--- src/hdl/pphl_pkg.sv ---
// ----------------------------------------------------------------------------
// pphl_pkg
// Shared widths, command, status and register codes, and the request and
// result records of the select/ack handshake link.
// ----------------------------------------------------------------------------
package pphl_pkg;

  localparam int unsigned CmdW    = 2;
  localparam int unsigned ByteW   = 8;
  localparam int unsigned LimitW  = 17;
  localparam int unsigned StatusW = 3;
  localparam int unsigned TallyW  = 16;
  localparam int unsigned CfgIdxW = 4;

  localparam logic [CmdW-1:0] CMD_TICK  = 2'd0;
  localparam logic [CmdW-1:0] CMD_CLEAR = 2'd1;
  localparam logic [CmdW-1:0] CMD_SEND  = 2'd2;
  localparam logic [CmdW-1:0] CMD_RECV  = 2'd3;

  localparam logic [StatusW-1:0] ST_OK          = 3'd0;
  localparam logic [StatusW-1:0] ST_SEND_RISE   = 3'd1;
  localparam logic [StatusW-1:0] ST_SEND_FALL   = 3'd2;
  localparam logic [StatusW-1:0] ST_RECV_EDGE12 = 3'd3;
  localparam logic [StatusW-1:0] ST_RECV_EDGE3  = 3'd4;
  localparam logic [StatusW-1:0] ST_RECV_FINAL  = 3'd5;

  localparam logic [CfgIdxW-1:0] REG_SEND_LIMIT = 4'd0;
  localparam logic [CfgIdxW-1:0] REG_RECV_LIMIT = 4'd1;

  localparam logic [LimitW-1:0] SEND_LIMIT_RST = 17'd100000;
  localparam logic [LimitW-1:0] RECV_LIMIT_RST = 17'd10000;
  localparam logic [ByteW-1:0]  PARITY_FAIL_BYTE = 8'hff;

  typedef struct packed {
    logic [ByteW-1:0]   data_drive;
    logic               select_ctrl;
    logic               op_done;
    logic [StatusW-1:0] status_code;
    logic [ByteW-1:0]   rx_byte;
    logic               engine_busy;
    logic               ack_pending;
    logic [TallyW-1:0]  parity_errors;
  } result_t;

  typedef struct packed {
    logic [CmdW-1:0]  cmd;
    logic [ByteW-1:0] tx_byte;
    logic             ack_line;
    logic             select_line;
    logic             paperout_line;
    logic             busy_line;
  } request_t;

endpackage

--- src/hdl/pphl_if.sv ---
// ----------------------------------------------------------------------------
// pphl interfaces
// Request, result and configuration channels with valid/ready handshakes.
// ----------------------------------------------------------------------------
interface pphl_in_if import pphl_pkg::*; ();
  logic             valid;
  logic             ready;
  logic [CmdW-1:0]  cmd;
  logic [ByteW-1:0] tx_byte;
  logic             ack_line;
  logic             select_line;
  logic             paperout_line;
  logic             busy_line;

  modport source (output valid, cmd, tx_byte, ack_line, select_line, paperout_line,
                  busy_line, input ready);
  modport sink (input valid, cmd, tx_byte, ack_line, select_line, paperout_line,
                busy_line, output ready);
endinterface

interface pphl_out_if import pphl_pkg::*; ();
  logic               valid;
  logic               ready;
  logic [ByteW-1:0]   data_drive;
  logic               select_ctrl;
  logic               op_done;
  logic [StatusW-1:0] status_code;
  logic [ByteW-1:0]   rx_byte;
  logic               engine_busy;
  logic               ack_pending;
  logic [TallyW-1:0]  parity_errors;

  modport source (output valid, data_drive, select_ctrl, op_done, status_code, rx_byte,
                  engine_busy, ack_pending, parity_errors, input ready);
  modport sink (input valid, data_drive, select_ctrl, op_done, status_code, rx_byte,
                engine_busy, ack_pending, parity_errors, output ready);
endinterface

interface pphl_cfg_if import pphl_pkg::*; ();
  logic               valid;
  logic               ready;
  logic [CfgIdxW-1:0] index;
  logic [LimitW-1:0]  data;

  modport source (output valid, index, data, input ready);
  modport sink (input valid, index, data, output ready);
endinterface

--- src/hdl/parallel_port_handshake_link.sv ---
// ----------------------------------------------------------------------------
// parallel_port_handshake_link
// Host side of a select/ack handshake link for a parallel port.
// ----------------------------------------------------------------------------
// Each request on in_chan is a tick carrying the sampled ack, select,
// paperout and busy lines, or a clear, send or receive command. Commands are
// ignored while a transfer is running. Every request yields exactly one
// result on out_chan with the data and select drive levels, completion and
// status, the received byte and the parity error count.
// The result appears in the output register in the cycle after the request is
// taken. One request is taken per cycle while the output is not stalled; the
// handshake state machine moves at most one phase per tick, and its next state is formed in the same cycle.
// When the receiver stalls, the output register holds its result and
// in_chan.ready follows out_chan.ready, so no result is lost.
// cfg_chan writes the send and receive wait limits; it is always ready.
// After reset the limits are 100000 and 10000 ticks, the engine is idle,
// the select bit is set and the data drive is zero.
// ----------------------------------------------------------------------------
module parallel_port_handshake_link import pphl_pkg::*; (
  input  logic   clk_i,
  input  logic   rst_ni,
  pphl_in_if.sink   in_chan,
  pphl_out_if.source out_chan,
  pphl_cfg_if.sink  cfg_chan
);

  logic [LimitW-1:0] send_limit_q, recv_limit_q;
  logic              out_valid_q;
  result_t           res_q, res_d;
  request_t          req;
  logic              in_acc;

  assign cfg_chan.ready = 1'b1;

  always_ff @(posedge clk_i or negedge rst_ni) begin
    if (!rst_ni) begin
      send_limit_q <= SEND_LIMIT_RST;
      recv_limit_q <= RECV_LIMIT_RST;
    end else if (cfg_chan.valid) begin
      case (cfg_chan.index)
        REG_SEND_LIMIT: send_limit_q <= cfg_chan.data;
        REG_RECV_LIMIT: recv_limit_q <= cfg_chan.data;
        default: ;
      endcase
    end
  end

  assign in_chan.ready = !out_valid_q || out_chan.ready;
  assign in_acc        = in_chan.valid && in_chan.ready;

  always_comb begin
    req.cmd           = in_chan.cmd;
    req.tx_byte       = in_chan.tx_byte;
    req.ack_line      = in_chan.ack_line;
    req.select_line   = in_chan.select_line;
    req.paperout_line = in_chan.paperout_line;
    req.busy_line     = in_chan.busy_line;
  end

  pphl_engine u_engine (
    .clk_i        (clk_i),
    .rst_ni       (rst_ni),
    .en_i         (in_acc),
    .req_i        (req),
    .send_limit_i (send_limit_q),
    .recv_limit_i (recv_limit_q),
    .res_o        (res_d)
  );

  always_ff @(posedge clk_i or negedge rst_ni) begin
    if (!rst_ni) begin
      out_valid_q <= 1'b0;
    end else if (in_chan.ready) begin
      out_valid_q <= in_chan.valid;
    end
  end

  always_ff @(posedge clk_i) begin
    if (in_acc) begin
      res_q <= res_d;
    end
  end

  assign out_chan.valid         = out_valid_q;
  assign out_chan.data_drive    = res_q.data_drive;
  assign out_chan.select_ctrl   = res_q.select_ctrl;
  assign out_chan.op_done       = res_q.op_done;
  assign out_chan.status_code   = res_q.status_code;
  assign out_chan.rx_byte       = res_q.rx_byte;
  assign out_chan.engine_busy   = res_q.engine_busy;
  assign out_chan.ack_pending   = res_q.ack_pending;
  assign out_chan.parity_errors = res_q.parity_errors;

endmodule

--- src/hdl/pphl_engine.sv ---
// ----------------------------------------------------------------------------
// pphl_engine
// Handshake state machine: advances at most one phase per accepted request and forms
// the result for that request.
// ----------------------------------------------------------------------------
module pphl_engine import pphl_pkg::*; (
  input  logic              clk_i,
  input  logic              rst_ni,
  input  logic              en_i,
  input  request_t          req_i,
  input  logic [LimitW-1:0] send_limit_i,
  input  logic [LimitW-1:0] recv_limit_i,
  output result_t           res_o
);

  localparam logic [2:0] PH_IDLE = 3'd0;
  localparam logic [2:0] PH_S_HI = 3'd1;
  localparam logic [2:0] PH_S_LO = 3'd2;
  localparam logic [2:0] PH_R_E1 = 3'd3;
  localparam logic [2:0] PH_R_E2 = 3'd4;
  localparam logic [2:0] PH_R_E3 = 3'd5;
  localparam logic [2:0] PH_R_E4 = 3'd6;

  logic [2:0]        phase_q, phase_d;
  logic [LimitW-1:0] wait_q, wait_d;
  logic [ByteW-1:0]  asm_q, asm_d;
  logic              pfail_q, pfail_d;
  logic [ByteW-1:0]  data_q, data_d;
  logic              sel_q, sel_d;
  logic [TallyW-1:0] tally_q, tally_d;

  logic               nbusy, is_send, want_high, hit;
  logic [LimitW-1:0]  limit;
  logic [ByteW-1:0]   byte_e3;
  logic               done;
  logic [StatusW-1:0] status;
  logic [ByteW-1:0]   rx;

  assign nbusy     = ~req_i.busy_line;
  assign is_send   = (phase_q == PH_S_HI) || (phase_q == PH_S_LO);
  assign want_high = (phase_q == PH_S_HI) || (phase_q == PH_R_E1) || (phase_q == PH_R_E3);
  assign limit     = is_send ? send_limit_i : recv_limit_i;
  assign hit       = (req_i.ack_line == want_high);
  assign byte_e3   = {req_i.paperout_line, req_i.select_line, asm_q[5:0]};

  always_comb begin
    phase_d = phase_q;
    wait_d  = wait_q;
    asm_d   = asm_q;
    pfail_d = pfail_q;
    data_d  = data_q;
    sel_d   = sel_q;
    tally_d = tally_q;
    done    = 1'b0;
    status  = ST_OK;
    rx      = '0;
    if (req_i.cmd != CMD_TICK) begin
      if (phase_q == PH_IDLE) begin
        case (req_i.cmd)
          CMD_CLEAR: begin
            sel_d   = 1'b1;
            data_d  = '0;
            tally_d = '0;
          end
          CMD_SEND: begin
            data_d  = req_i.tx_byte;
            sel_d   = 1'b0;
            wait_d  = '0;
            phase_d = PH_S_HI;
          end
          default: begin
            wait_d  = '0;
            phase_d = PH_R_E1;
          end
        endcase
      end
    end else if (phase_q != PH_IDLE) begin
      if (hit) begin
        wait_d = '0;
        case (phase_q)
          PH_S_HI: begin
            sel_d   = 1'b1;
            phase_d = PH_S_LO;
          end
          PH_S_LO: begin
            done    = 1'b1;
            phase_d = PH_IDLE;
          end
          PH_R_E1: begin
            asm_d   = {5'd0, nbusy, req_i.paperout_line, req_i.select_line};
            sel_d   = 1'b0;
            phase_d = PH_R_E2;
          end
          PH_R_E2: begin
            asm_d   = {2'd0, nbusy, req_i.paperout_line, req_i.select_line, asm_q[2:0]};
            sel_d   = 1'b1;
            phase_d = PH_R_E3;
          end
          PH_R_E3: begin
            asm_d = byte_e3;
            if (nbusy != ^byte_e3) begin
              data_d  = PARITY_FAIL_BYTE;
              pfail_d = 1'b1;
              if (tally_q != '1) begin
                tally_d = tally_q + 1'b1;
              end
            end else begin
              data_d  = '0;
              pfail_d = 1'b0;
            end
            sel_d   = 1'b0;
            phase_d = PH_R_E4;
          end
          default: begin
            sel_d = 1'b1;
            if (pfail_q) begin
              phase_d = PH_R_E1;
            end else begin
              done    = 1'b1;
              rx      = asm_q;
              phase_d = PH_IDLE;
            end
          end
        endcase
      end else if (wait_q >= limit) begin
        case (phase_q)
          PH_S_HI: status = ST_SEND_RISE;
          PH_S_LO: status = ST_SEND_FALL;
          PH_R_E1, PH_R_E2: status = ST_RECV_EDGE12;
          PH_R_E3: status = ST_RECV_EDGE3;
          default: status = ST_RECV_FINAL;
        endcase
        sel_d   = 1'b1;
        done    = 1'b1;
        phase_d = PH_IDLE;
        wait_d  = '0;
      end else begin
        wait_d = wait_q + 1'b1;
      end
    end
  end

  always_ff @(posedge clk_i or negedge rst_ni) begin
    if (!rst_ni) begin
      phase_q <= PH_IDLE;
      wait_q  <= '0;
      asm_q   <= '0;
      pfail_q <= 1'b0;
      data_q  <= '0;
      sel_q   <= 1'b1;
      tally_q <= '0;
    end else if (en_i) begin
      phase_q <= phase_d;
      wait_q  <= wait_d;
      asm_q   <= asm_d;
      pfail_q <= pfail_d;
      data_q  <= data_d;
      sel_q   <= sel_d;
      tally_q <= tally_d;
    end
  end

  always_comb begin
    res_o.data_drive    = data_d;
    res_o.select_ctrl   = sel_d;
    res_o.op_done       = done;
    res_o.status_code   = status;
    res_o.rx_byte       = rx;
    res_o.engine_busy   = (phase_d != PH_IDLE);
    res_o.ack_pending   = req_i.ack_line;
    res_o.parity_errors = tally_d;
  end

endmodule

--- src/flat_wrapper.sv ---
// flat-port wrapper written by rule: the top's interface ports become plain ports
module parallel_port_handshake_link_flat import pphl_pkg::*;
  (clk_i, rst_ni, in_chan_valid, in_chan_cmd, in_chan_tx_byte, in_chan_ack_line, in_chan_select_line, in_chan_paperout_line, in_chan_busy_line, in_chan_ready, out_chan_valid, out_chan_data_drive, out_chan_select_ctrl, out_chan_op_done, out_chan_status_code, out_chan_rx_byte, out_chan_engine_busy, out_chan_ack_pending, out_chan_parity_errors, out_chan_ready, cfg_chan_valid, cfg_chan_index, cfg_chan_data, cfg_chan_ready);
  pphl_in_if in_chan_i ();
  pphl_out_if out_chan_i ();
  pphl_cfg_if cfg_chan_i ();
  input  logic clk_i;
  input  logic rst_ni;
  input wire logic [$bits(in_chan_i.valid)-1:0] in_chan_valid;
  input wire logic [$bits(in_chan_i.cmd)-1:0] in_chan_cmd;
  input wire logic [$bits(in_chan_i.tx_byte)-1:0] in_chan_tx_byte;
  input wire logic [$bits(in_chan_i.ack_line)-1:0] in_chan_ack_line;
  input wire logic [$bits(in_chan_i.select_line)-1:0] in_chan_select_line;
  input wire logic [$bits(in_chan_i.paperout_line)-1:0] in_chan_paperout_line;
  input wire logic [$bits(in_chan_i.busy_line)-1:0] in_chan_busy_line;
  output wire logic [$bits(in_chan_i.ready)-1:0] in_chan_ready;
  output wire logic [$bits(out_chan_i.valid)-1:0] out_chan_valid;
  output wire logic [$bits(out_chan_i.data_drive)-1:0] out_chan_data_drive;
  output wire logic [$bits(out_chan_i.select_ctrl)-1:0] out_chan_select_ctrl;
  output wire logic [$bits(out_chan_i.op_done)-1:0] out_chan_op_done;
  output wire logic [$bits(out_chan_i.status_code)-1:0] out_chan_status_code;
  output wire logic [$bits(out_chan_i.rx_byte)-1:0] out_chan_rx_byte;
  output wire logic [$bits(out_chan_i.engine_busy)-1:0] out_chan_engine_busy;
  output wire logic [$bits(out_chan_i.ack_pending)-1:0] out_chan_ack_pending;
  output wire logic [$bits(out_chan_i.parity_errors)-1:0] out_chan_parity_errors;
  input wire logic [$bits(out_chan_i.ready)-1:0] out_chan_ready;
  input wire logic [$bits(cfg_chan_i.valid)-1:0] cfg_chan_valid;
  input wire logic [$bits(cfg_chan_i.index)-1:0] cfg_chan_index;
  input wire logic [$bits(cfg_chan_i.data)-1:0] cfg_chan_data;
  output wire logic [$bits(cfg_chan_i.ready)-1:0] cfg_chan_ready;
  assign in_chan_i.valid = in_chan_valid;
  assign in_chan_i.cmd = in_chan_cmd;
  assign in_chan_i.tx_byte = in_chan_tx_byte;
  assign in_chan_i.ack_line = in_chan_ack_line;
  assign in_chan_i.select_line = in_chan_select_line;
  assign in_chan_i.paperout_line = in_chan_paperout_line;
  assign in_chan_i.busy_line = in_chan_busy_line;
  assign in_chan_ready = in_chan_i.ready;
  assign out_chan_valid = out_chan_i.valid;
  assign out_chan_data_drive = out_chan_i.data_drive;
  assign out_chan_select_ctrl = out_chan_i.select_ctrl;
  assign out_chan_op_done = out_chan_i.op_done;
  assign out_chan_status_code = out_chan_i.status_code;
  assign out_chan_rx_byte = out_chan_i.rx_byte;
  assign out_chan_engine_busy = out_chan_i.engine_busy;
  assign out_chan_ack_pending = out_chan_i.ack_pending;
  assign out_chan_parity_errors = out_chan_i.parity_errors;
  assign out_chan_i.ready = out_chan_ready;
  assign cfg_chan_i.valid = cfg_chan_valid;
  assign cfg_chan_i.index = cfg_chan_index;
  assign cfg_chan_i.data = cfg_chan_data;
  assign cfg_chan_ready = cfg_chan_i.ready;
  parallel_port_handshake_link u_core (.clk_i(clk_i), .rst_ni(rst_ni), .in_chan(in_chan_i), .out_chan(out_chan_i), .cfg_chan(cfg_chan_i));
endmodule
--- config.mk ---
export PLATFORM = sky130hd
export DESIGN_NAME = parallel_port_handshake_link_flat
export DESIGN_NICKNAME = d
export VERILOG_FILES = /design/src/hdl/pphl_pkg.sv /design/src/hdl/pphl_if.sv /design/src/hdl/parallel_port_handshake_link.sv /design/src/hdl/pphl_engine.sv /design/src/flat_wrapper.sv
export SDC_FILE = /design/constraint.sdc
export NUM_CORES = 1
export LEC_CHECK = 0
export ABC_AREA = 1
export BUFFER_PORTS_ARGS = -buffer_cell sky130_fd_sc_hd__buf_2
export CORE_ASPECT_RATIO = 1.75
export CORE_MARGIN = 4
export CORE_UTILIZATION = 61
export CTS_BUF_LIST = sky130_fd_sc_hd__clkbuf_8
export DETAILED_ROUTE_END_ITERATION = 6
export PLACE_DENSITY = 0.94
export SYNTH_ARGS = -nofsm -noshare
export SYNTH_HDL_FRONTEND = slang
export SYNTH_SLANG_ARGS = --single-unit
--- constraint.sdc ---
create_clock -name clk_i -period 3.4 [get_ports clk_i]
set_input_delay 1.02 -clock clk_i [delete_from_list [all_inputs] [get_ports clk_i]]
set_output_delay 1.02 -clock clk_i [all_outputs]
set_load 0.05 [all_outputs]
==> metrics.cfg <==
[min_path]
hold_end = u_core.send_limit_q[1]
hp-class = flop to flop
hold_depth = 2
hp-start = u_core.send_limit_q[1]

[routing]
drt_iter0_markers = 437
wire_per_inst_um = 15.1
wl_mm = 15.6
route.detailed.drc = 0
dr_wl_met3_um = 835
routed_via_density = 5.69
via_count = 5871
wl_met2_mm = 8.58
wl_met1_mm = 5.47
top_layer_used = met5
postRouteAntennaNets = 0
dr.pass1.iters = 7

[finish]
regArea_um2 = 3410
layout.nets = 949
fillCellCount = 802
final_layout_size_suffix_gt1_share_pct = 21.2
diodes = 0
synthToLayoutAreaGrowth_pct = 13.3
final_cell_mix = 213 x nand2_1, 86 x inv_1, 79 x buf_2, 77 x dfrtp_1
multi_input_area_um2 = 3040
layout_commonest_cell = nand2_1
final_area_um2 = 7860

[synth]
synth_flop_cell = dfrtp_1
ys_warn_count = 0
netlist_area_um2 = 6930
ys_seq_area_share_pct = 49.2
netlist_instances = 797
synthDistinctLibCells = 46
synth_edf_count = 39
synth-async-reset-ratio_pct = 69.5
ys_seq_elements = 128
synth.avg_cell_area_um2 = 8.70
syn_nets = 859

[timing]
finalCritPeriodShare_pct = 91.5
maxSlewViolCount = 0
slew_headroom_pct = 45.1
min_period_ns = 3.11
max_clock_freq_ghz = 0.322
setup_viol = 0
worst_slew_pin_slew_ns = 0.823
skew_ns = 0.00845
rsz0062_at_grt = no
tns_ns = 0
hold_viol_final = 0

[cts]
cts_buffers = 17
post_cts_resize_count = 0
cts_root_buf = clkbuf_8
clk_pin_slew_worst_paths_ns = 0.07
cts_sinks = 128
postCtsSetupBuffers = 0
cts_tree = yes
cts_hold_buf = 0
cts_buffer_depth = 2
insertion_delay_ns = 0.44
h-tree-depth = 4

[floorplanning]
ios = 82
die-area_um2 = 13200
start_util_pct = 62.4
rows = 51
core_area_um2 = 11100
die-height_um = 149
fp.dieW_um = 88.6

[critical_path]
crit_type = flop to flop
start_kind = flop
regToRegSetupSlack_ns = 0.29
crit_path_end_kind = flop
cp.arrival_ns = 3.46
worstReg2RegEnd = u_core.u_engine.wait_q[9]
path_max_fanout = 18
rr_worst_depth = 17
r2r-start = u_core.u_engine.phase_q[1]
cp_data_required_time_ns = 3.75

[power_and_ir_drop]
power_density_nw_per_um2 = 679
leakage_nw = 3.84
max-vdd-ir-drop_uv = 453

[place]
post-dp-hpwl_mm = 11.1
port_buffers = 80
place_area_um2 = 7470
place_congestion = 0.969

[run_status]
status = finished, final reports clean

[global_route]
grt_use_total_pct = 25.2
grt_max_degree = 75
antenna_found_initial = 1
grt_pass1_wl_mm = 25.9
grt-ovfl-total = 0
grt_pass1_vias = 5866

[job]
cap_violations = 0

-- synth_stat cells (2+ instances only) --
cell      instances  share of area [%]
inv_1            85                4.6
nand3_4           2               0.51
ha_1             22                4.0
nand2_4           2               0.32
nor3_2            2               0.29
buf_2             5               0.36
o21ai_1           5               0.36
a21oi_1          18                1.3
o22ai_1           5               0.45
nand3_2           4               0.58
a32oi_1           6               0.76
dfstp_2          12                4.5
inv_4             2               0.18
edfxtp_1         39                 17
buf_6             3               0.49
xor2_1            9                1.1
nor4_4            3               0.92
nand3b_1          3               0.32
a31oi_1           7               0.63
nor2_2           17                1.5
nor2_4            5               0.81
nand3_1          53                3.8
and2_1            5               0.45
inv_2             9               0.49
o21ai_0          54                3.9
nor3_1            9               0.65
nand4_1          16                1.4
mux2i_1          16                2.3
xnor2_1           5               0.63
nand2_2           7               0.63
nand2_1         213                 12
dfrtp_1          77                 28
clkbuf_1         11               0.60
nor2_1           54                2.9
-- logic make-up (layout without fill, tap and decap cells) --
family / Yosys count / count (layout) / synth area share [%]
flip-flops: 128 / 128 / 49.2
XOR/XNOR: 15 / 15 / 2.17
adder cells (fa/ha/maj): 22 / 22 / 3.97
AND/OR/NAND/NOR: 398 / 398 / 27.3
multiplexers: 17 / 17 / 2.47
buffers and inverters: 117 / 220 / 6.88
other: 1 / 1 / 0.0541
AO/OA/AOI/OAI: 99 / 99 / 7.96
-- critical path, stage by stage, from the launching register on --
cell and delay, ns:
dfrtp_1 0.50, inv_2 0.11, nor2_2 0.12, nand2_1 0.13, nand2_4 0.28, mux2_2 0.39, ha_1 0.27, o21ai_0 0.16
o211ai_1 0.12, nand2_1 0.07, nand2_1 0.05, nand2_1 0.06, nand2_1 0.09, inv_1 0.16, nand2_1 0.11, nand2_2 0.10
inv_2 0.12, nor3_1 0.17
-- layer usage --
layer / vias up / track usage (%)
li1: 2797 / -
met1: 2759 / 25.5
met2: 249 / 45.4
met3: 64 / 6.03
met4: 2 / 15.1
met5: - / 0
-- power breakdown --
part	internal, mW	switching [mW]
combinational	0.611	1.31
clock	0.643	0.605
sequential	1.95	0.215
total	3.20	2.13
-- worst max-delay path by stage --
stage                                           from  depth (start not counted)                           to  slack, ns
after global placement    u_core.u_engine.phase_q[1]                         17    u_core.u_engine.wait_q[9]       0.59
final                     u_core.u_engine.phase_q[1]                         17    u_core.u_engine.wait_q[9]       0.29
after detailed placement  u_core.u_engine.phase_q[1]                         17    u_core.u_engine.wait_q[9]       0.43
after global routing      u_core.u_engine.phase_q[1]                         17    u_core.u_engine.wait_q[9]       0.04
after floorplan                       out_chan_ready                          5  u_core.out_chan.ack_pending       0.55
after CTS                 u_core.u_engine.phase_q[1]                         17    u_core.u_engine.wait_q[9]       0.33
-- metrics by stage --
step / utilization (%) / total power, mW / setup slack, ns / cells / hold WS [ns]
finish: 70.7 / 5.33 / 0.290 / 1032 / 0.487
global route: 70.7 / 5.66 / 0.0383 / 1032 / 0.500
CTS: 70.7 / 5.33 / 0.333 / 1032 / 0.491
detailed placement: 67.3 / 4.07 / 0.425 / 1000 / 0.473
global placement: 67.3 / 3.98 / 0.585 / 1000 / 0.464
floorplan: - / 3.63 / 0.553 / 797 / 0.448
-- flip-flops by register name, summed over array words and instances, names as in the netlist, 3 cells and up --
name,cells
u_core.out_chan.data_drive,8
u_core.out_chan.parity_errors,16
u_core.out_chan.rx_byte,8
u_core.out_chan.status_code,3
u_core.recv_limit_q,17
u_core.send_limit_q,17
u_core.u_engine.asm_q,8
u_core.u_engine.data_q,8
u_core.u_engine.phase_q,3
u_core.u_engine.tally_q,16
u_core.u_engine.wait_q,17
-- final cells by class --
cell class	instances	share of cell area [%]
inverters	97	4.70
multi-input cells	552	38.7
well taps	132	2.10
clock inverters	15	1.86
flip-flops and latches	128	43.5
repair buffers	91	6.18
clock buffers	17	2.98
(Power assumes the default switching activity.)
